--- src/rtl/lcds_pkg.sv ---
`timescale 1ns / 1ps
// ----------------------------------------------------------------------------
// lcds_pkg
// Types and fixed constants of the load compensation DAC setpoint core.
// ----------------------------------------------------------------------------
package lcds_pkg;

	localparam int SampleW = 12;
	localparam int SumW    = 16;
	localparam int CodeW   = 12;

	// Fixed setpoint codes of the two low bands and of the mid band.
	localparam logic [CodeW-1:0] CODE_LOW_BAND  = 12'd3230;
	localparam logic [CodeW-1:0] CODE_LOW2_BAND = 12'd3115;
	localparam logic [CodeW-1:0] CODE_MID_BAND  = 12'd2300;

	// Falling line in Q8: code = (offset - slope * avg) >> 8.
	localparam int LineW = 20;
	localparam int DropW = 23;
	localparam logic [LineW-1:0] LINE_OFFSET_Q8 = 20'd830600;
	localparam logic [10:0]      LINE_SLOPE_Q8  = 11'd1860;

	// Band limits per sample; the window sum is compared with these times the length.
	localparam int LIMIT_LOW    = 5;
	localparam int LIMIT_LOW2   = 20;
	localparam int LIMIT_MID_LO = 100;
	localparam int LIMIT_MID_HI = 200;

	typedef enum logic [1:0] {
		BAND_LOW  = 2'd0,
		BAND_LOW2 = 2'd1,
		BAND_MID  = 2'd2,
		BAND_LINE = 2'd3
	} band_t;

endpackage

--- src/rtl/load_compensation_dac_setpoint_core.sv ---
`timescale 1ns / 1ps
// ----------------------------------------------------------------------------
// load_compensation_dac_setpoint_core
// Sliding window of ADC load samples mapped to a DAC compensation setpoint.
// ----------------------------------------------------------------------------
// Each input beat carries one 12-bit load sample and yields exactly one output
// beat with the 12-bit DAC setpoint. A new sample is taken in every cycle while
// the output side accepts; each result passes through the window update, band
// select with the average, slope multiply, and final subtract and selection
// stages in that order. The whole pipeline holds while a finished result
// waits, so the sustained rate is one beat per cycle when the output is ready.
// No clearing pass is needed after reset.
module load_compensation_dac_setpoint_core
	import lcds_pkg::*;
#(
	parameter int WINDOW_LENGTH = 10
) (
	input  logic        clk,
	input  logic        arst_n,
	input  logic        s_tvalid,
	output logic        s_tready,
	input  logic [15:0] s_tdata,   // [11:0] adc_sample, [15:12] zero
	output logic        m_tvalid,
	input  logic        m_tready,
	output logic [15:0] m_tdata    // [11:0] dac_code, [15:12] zero
);

	localparam longint unsigned RecipL =
		((64'd1 << 32) + longint'(WINDOW_LENGTH) - 1) / longint'(WINDOW_LENGTH);
	localparam logic [31:0] RECIP = RecipL[31:0];
	localparam logic [SumW-1:0] LimLow   = SumW'(LIMIT_LOW * WINDOW_LENGTH);
	localparam logic [SumW-1:0] LimLow2  = SumW'(LIMIT_LOW2 * WINDOW_LENGTH);
	localparam logic [SumW-1:0] LimMidLo = SumW'(LIMIT_MID_LO * WINDOW_LENGTH);
	localparam logic [SumW-1:0] LimMidHi = SumW'(LIMIT_MID_HI * WINDOW_LENGTH);

	logic                en;
	logic                s_accept;
	logic [SampleW-1:0]  sample;
	logic [SampleW-1:0]  hist_q [WINDOW_LENGTH];
	logic [SumW-1:0]     sum_q;
	logic [SumW-1:0]     sum_next;
	logic                hist_zero;

	logic                valid_s1, valid_s2, valid_s3, out_valid_q;
	logic [SumW-1:0]     sum_s1;
	logic [47:0]         quot_full;
	band_t               band_sel;
	band_t               band_s2, band_s3;
	logic [SampleW-1:0]  avg_s2;
	logic [DropW-1:0]    drop_s3;
	logic [LineW-1:0]    line_diff;
	logic [CodeW-1:0]    code_next;
	logic [CodeW-1:0]    dac_code_q;

	// The pipeline advances unless a result waits at the output.
	assign en       = !out_valid_q || m_tready;
	assign s_tready = en;
	assign s_accept = s_tvalid && en;
	assign sample   = s_tdata[SampleW-1:0];

	// The sum is zero exactly when every stored sample is zero.
	always_comb begin
		if (sum_q == '0) begin
			sum_next = SumW'({4'd0, sample} * SumW'(WINDOW_LENGTH));
		end else begin
			sum_next = sum_q - SumW'(hist_q[0]) + SumW'(sample);
		end
	end

	always_ff @(posedge clk or negedge arst_n) begin
		if (!arst_n) begin
			for (int i = 0; i < WINDOW_LENGTH; i++) hist_q[i] <= '0;
			sum_q <= '0;
		end else if (s_accept) begin
			sum_q <= sum_next;
			if (sum_q == '0) begin
				for (int i = 0; i < WINDOW_LENGTH; i++) hist_q[i] <= sample;
			end else begin
				for (int i = 0; i < WINDOW_LENGTH - 1; i++) hist_q[i] <= hist_q[i+1];
				hist_q[WINDOW_LENGTH-1] <= sample;
			end
		end
	end

	// Average by reciprocal multiply; exact for every sum the window can hold.
	assign quot_full = 48'(sum_s1) * 48'(RECIP);

	always_comb begin
		if (sum_s1 <= LimLow) begin
			band_sel = BAND_LOW;
		end else if (sum_s1 <= LimLow2) begin
			band_sel = BAND_LOW2;
		end else if (sum_s1 >= LimMidLo && sum_s1 <= LimMidHi) begin
			band_sel = BAND_MID;
		end else begin
			band_sel = BAND_LINE;
		end
	end

	// The offset keeps the shifted line below 4096, so no upper clamp is needed.
	assign line_diff = LINE_OFFSET_Q8 - drop_s3[LineW-1:0];

	always_comb begin
		case (band_s3)
			BAND_LOW:  code_next = CODE_LOW_BAND;
			BAND_LOW2: code_next = CODE_LOW2_BAND;
			BAND_MID:  code_next = CODE_MID_BAND;
			BAND_LINE: begin
				if (drop_s3 >= DropW'(LINE_OFFSET_Q8)) code_next = '0;
				else code_next = line_diff[LineW-1:8];
			end
			default:   code_next = '0;
		endcase
	end

	always_ff @(posedge clk or negedge arst_n) begin
		if (!arst_n) begin
			valid_s1    <= 1'b0;
			valid_s2    <= 1'b0;
			valid_s3    <= 1'b0;
			out_valid_q <= 1'b0;
		end else if (en) begin
			valid_s1    <= s_tvalid;
			valid_s2    <= valid_s1;
			valid_s3    <= valid_s2;
			out_valid_q <= valid_s3;
		end
	end

	always_ff @(posedge clk) begin
		if (en) begin
			sum_s1     <= sum_next;
			avg_s2     <= quot_full[32 +: SampleW];
			band_s2    <= band_sel;
			drop_s3    <= DropW'(LINE_SLOPE_Q8) * DropW'(avg_s2);
			band_s3    <= band_s2;
			dac_code_q <= code_next;
		end
	end

	assign m_tvalid = out_valid_q;
	assign m_tdata  = {4'd0, dac_code_q};

	always_comb begin
		hist_zero = 1'b1;
		for (int i = 0; i < WINDOW_LENGTH; i++) begin
			if (hist_q[i] != '0) hist_zero = 1'b0;
		end
	end

	a_sum_zero_empty: assert property (@(posedge clk) disable iff (!arst_n)
		(sum_q == '0) == hist_zero)
		else $error("window sum and history disagree on emptiness");

	a_refill: assert property (@(posedge clk) disable iff (!arst_n)
		(s_accept && sum_q == '0) |=>
			sum_q == SumW'({4'd0, $past(s_tdata[SampleW-1:0])} * SumW'(WINDOW_LENGTH)))
		else $error("refill of an empty window gave a wrong sum");

	a_code_range: assert property (@(posedge clk) disable iff (!arst_n)
		m_tvalid |-> dac_code_q <= CODE_LOW_BAND)
		else $error("setpoint above the highest possible code");

	a_hold: assert property (@(posedge clk) disable iff (!arst_n)
		!en |=> $stable(sum_q) && $stable(dac_code_q))
		else $error("state changed while the pipeline was held");

endmodule
--- config.mk ---
export PLATFORM = sky130hd
export DESIGN_NAME = load_compensation_dac_setpoint_core
export DESIGN_NICKNAME = d
export VERILOG_FILES = /design/src/rtl/lcds_pkg.sv /design/src/rtl/load_compensation_dac_setpoint_core.sv
export SDC_FILE = /design/constraint.sdc
export NUM_CORES = 1
export LEC_CHECK = 0
export ABC_AREA = 1
export BUFFER_PORTS_ARGS = -buffer_cell sky130_fd_sc_hd__buf_2
export CAP_MARGIN = 20
export CORE_UTILIZATION = 51
export DETAILED_ROUTE_END_ITERATION = 10
export PLACE_DENSITY = 0.64
export SYNTH_ARGS = -nofsm -noshare
export SYNTH_HDL_FRONTEND = slang
export SYNTH_SLANG_ARGS = --single-unit
--- constraint.sdc ---
create_clock -name clk -period 6.7 [get_ports clk]
set_input_delay 1.34 -clock clk [delete_from_list [all_inputs] [get_ports clk]]
set_output_delay 1.34 -clock clk [all_outputs]
set_load 0.005 [all_outputs]
==> metrics.yaml <==
synth:
  yosys_warnings: 0
  synth-async-reset-ratio_pct: 68.3
  seq_area_frac_synth_pct: 30.7
  synth_edf_count: 65
  ys_ff_latch: 205
  avgSynthCellArea_um2: 8.35
  synth_ff_type: "dfrtp_1"
  synth_cell_types: 48
  syn_area_mm2: 0.0177
  postSynthCellCount: 2126
clock_tree:
  cts_sinks: 205
  path_clk_slew_ps: 60
  cts_tree: "built"
  cts_resized: 0
  cts-root-buf: "clkbuf_16"
  clockBufferDepth: 3
  cts_hold_buf: 0
  numCtsBuffers: 23
  cts.htree.levels: 1
  clk_latency_ps: 530
  cts_setup_buffers: 0
global_routing:
  grt_overflow: 0
  grt_start_max_net_pins: 89
  grt_pass1_vias: 13700
  grt_usage_pct: 23.2
  grt_pass1_wl_mm: 67.4
  antenna_found_initial: 0
floorplanning:
  fp.dieW_um: 189
  initial_core_util_pct: 52.4
  coreArea_mm2: 0.0339
  die_area_mm2: 0.0355
  core.rowCount: 67
  die_y_um: 189
  io_pins: 38
critical_path:
  arrival_ps: 6010
  startpoint_type: "flip-flop"
  slowest_stage: "fa_1"
  worstPathRequired_ps: 6960
  crit_fanout: 7
  cp-end-kind: "flip-flop"
  critPathKind: "reg2reg"
  cpPeakStageDelay_ps: 570
  path_cells: "inv_1 -> ha_1 -> inv_1 -> fa_1 -> xnor2_1 -> ha_1 -> or2_2 -> fa_1 -> inv_1 -> fa_1 -> fa_1 -> inv_1 -> ha_1 -> a21oi_1 -> o21bai_1 -> a21oi_1 -> nor2_1 -> nor2_1 -> a21o_1 -> nand2_1"
job:
  drv_cap: 0
sta:
  final_max_slew_viol_count: 0
  rsz0062_at_grt: "no"
  final.min_clock_period_ps: 5750
  fin_skew_ps: 21.3
  slew_headroom_pct: 32.7
  setup_viol: 0
  finalHoldViolCount: 0
  worst_pin_slew_ps: 1010
  fmax_mhz: 174
  finalSetupTns_ps: 0
  period_share_pct: 85.8
min_path:
  hold_class: "reg2reg"
routing:
  via_count: 13700
  drt_iter0_drc: 792
  drc: 0
  viasPerCell: 5.25
  ant_nets: 0
  routed_wl_mm: 40.1
  wire_per_inst_um: 15.3
  first_pass_iters: 5
place:
  dpl.hpwl_mm: 31.5
  routabilityCongestion: 0.979
  portBuffers: 29
finish:
  final_nets: 2519
  syn_to_final_growth_pct: 7.36
  fillers: 3202
  drive_gt1_share_pct: 4.94
  antenna_cells: 0
outcome:
  status: "completed"
==> placed cells by master (no fill, tap or decap), types with 3 or more instances in the layout <==
| cell type | netlist | final |
|---|---|---|
| conb_1 | 1 | 4 |
| xnor2_1 | 15 | 15 |
| fa_1 | 118 | 118 |
| nor4_1 | 5 | 5 |
| nor3_1 | 16 | 16 |
| nand3b_1 | 4 | 4 |
| a21oi_2 | 14 | 14 |
| o21bai_1 | 12 | 12 |
| ha_1 | 232 | 232 |
| a21oi_1 | 196 | 196 |
| o21ai_0 | 63 | 63 |
| nor2_1 | 225 | 225 |
| dfrtp_1 | 140 | 140 |
| or2_2 | 3 | 3 |
| buf_4 | 10 | 4 |
| xor2_1 | 18 | 18 |
| inv_1 | 346 | 346 |
| inv_2 | 3 | 3 |
| clkinv_2 | 0 | 3 |
| o21a_1 | 3 | 3 |
| nand2_2 | 4 | 4 |
| clkbuf_16 | 0 | 27 |
| edfxtp_1 | 65 | 65 |
| nand2_1 | 444 | 443 |
| a21o_1 | 9 | 9 |
| and2_1 | 6 | 6 |
| nand2_4 | 2 | 3 |
| clkbuf_1 | 9 | 5 |
| nand4_1 | 22 | 22 |
| o21ai_1 | 10 | 10 |
| buf_2 | 12 | 28 |
| nand3_1 | 88 | 88 |
==> registers in the layout, summed over array words and instances, names as in the netlist, 2 cells and up <==
register,cells
avg_s2,12
band_s3,2
band_s2,2
sum_s1,16
hist_q,120
dac_code_q,12
drop_s3,21
sum_q,16
==> synthesized netlist by cell type, types with 2 or more instances <==
cell type | count | area (µm²)
a211oi_1 | 2 | 15.0
a21o_1 | 9 | 67.6
a21oi_1 | 196 | 981
a21oi_2 | 14 | 123
a31oi_1 | 2 | 12.5
and2_1 | 6 | 37.5
buf_1 | 2 | 7.51
buf_2 | 12 | 60.1
buf_4 | 10 | 75.1
buf_6 | 5 | 56.3
clkbuf_1 | 9 | 33.8
dfrtp_1 | 140 | 3500
edfxtp_1 | 65 | 1950
fa_1 | 118 | 2360
ha_1 | 232 | 2900
inv_1 | 346 | 1300
inv_2 | 3 | 11.3
inv_4 | 2 | 12.5
nand2_1 | 444 | 1670
nand2_2 | 4 | 25.0
nand2_4 | 2 | 22.5
nand3_1 | 88 | 440
nand3b_1 | 4 | 30.0
nand4_1 | 22 | 138
nor2_1 | 225 | 845
nor2_2 | 2 | 12.5
nor2_4 | 2 | 22.5
nor3_1 | 16 | 80.1
nor4_1 | 5 | 31.3
o211ai_1 | 2 | 15.0
o21a_1 | 3 | 22.5
o21ai_0 | 63 | 315
o21ai_1 | 10 | 50.1
o21ai_2 | 2 | 17.5
o21bai_1 | 12 | 90.1
o31ai_1 | 2 | 15.0
or2_2 | 3 | 18.8
xnor2_1 | 15 | 131
xor2_1 | 18 | 158
==> through the flow <==
stage | setup slack [ps] | instance area, µm² | std cells | util (%) | hold WS [ps]
2_1_floorplan | 1580 | 17800 | 2129 | - | 400
3_5_place_dp | 1020 | 18300 | 2572 | 53.9 | 421
3_3_place_gp | 1050 | 18300 | 2572 | 53.9 | 406
5_1_grt | 611 | 19000 | 2613 | 56.2 | 448
6_report | 954 | 19000 | 2613 | 56.2 | 433
4_1_cts | 979 | 19000 | 2613 | 56.2 | 436
==> per-layer routing <==
| metal | wire, µm | global-route usage, % | up-vias |
|---|---|---|---|
| li1 | - | - | 6862 |
| met3 | 1300 | 2.05 | 53 |
| met4 | 823 | 5.40 | 0 |
| met5 | 0 | 0 | - |
| met1 | 18900 | 32.1 | 6578 |
| met2 | 19000 | 39.5 | 236 |
==> cell families (layout without fill, tap and decap cells) <==
group,Yosys count,in the layout,share of synthesized area [%]
AND/OR/NAND/NOR,826,826,19.2
flip-flops,205,205,30.7
buffers and inverters,390,426,8.79
AO/OA/AOI/OAI,321,321,9.92
XOR/XNOR,33,33,1.63
other,1,4,0.0211
adder cells (fa/ha/maj),350,350,29.7
==> worst paths after layout <==
path	slack, ps	cells after the start	from	to
worst max-delay path	950	20	sum_s1[10]	avg_s2[3]
worst min-delay path	430	0	band_s2[1]	band_s3[1]
worst max register to register	950	20	sum_s1[10]	avg_s2[3]
worst min register to register	430	0	band_s2[1]	band_s3[1]
max in group asynchronous	4630	2	arst_n	hist_q[77]
min in group asynchronous	880	1	arst_n	hist_q[23]
==> worst max-delay path, delay by kind of cell (launching register included) <==
family          cells  cell delay, ps
compound gates      4             880
xor+xnor            1             210
fa+ha+maj           7            2910
buf+inv             4             340
flops               1             540
simple gates        4             610
==> final cells by class <==
type,count,area [µm²],share of cell area (%)
Inverter,352,1330,6.96
Clock inverter,7,56.3,0.296
Multi-Input combinational cell,1534,10700,56.4
Clock buffer,34,722,3.79
Timing Repair Buffer,33,181,0.952
Sequential cell,205,5460,28.6
Tap cell,448,561,2.94
Power is not shown: default switching activity piles up to over one toggle a cycle in this logic, so the estimate is an artifact.
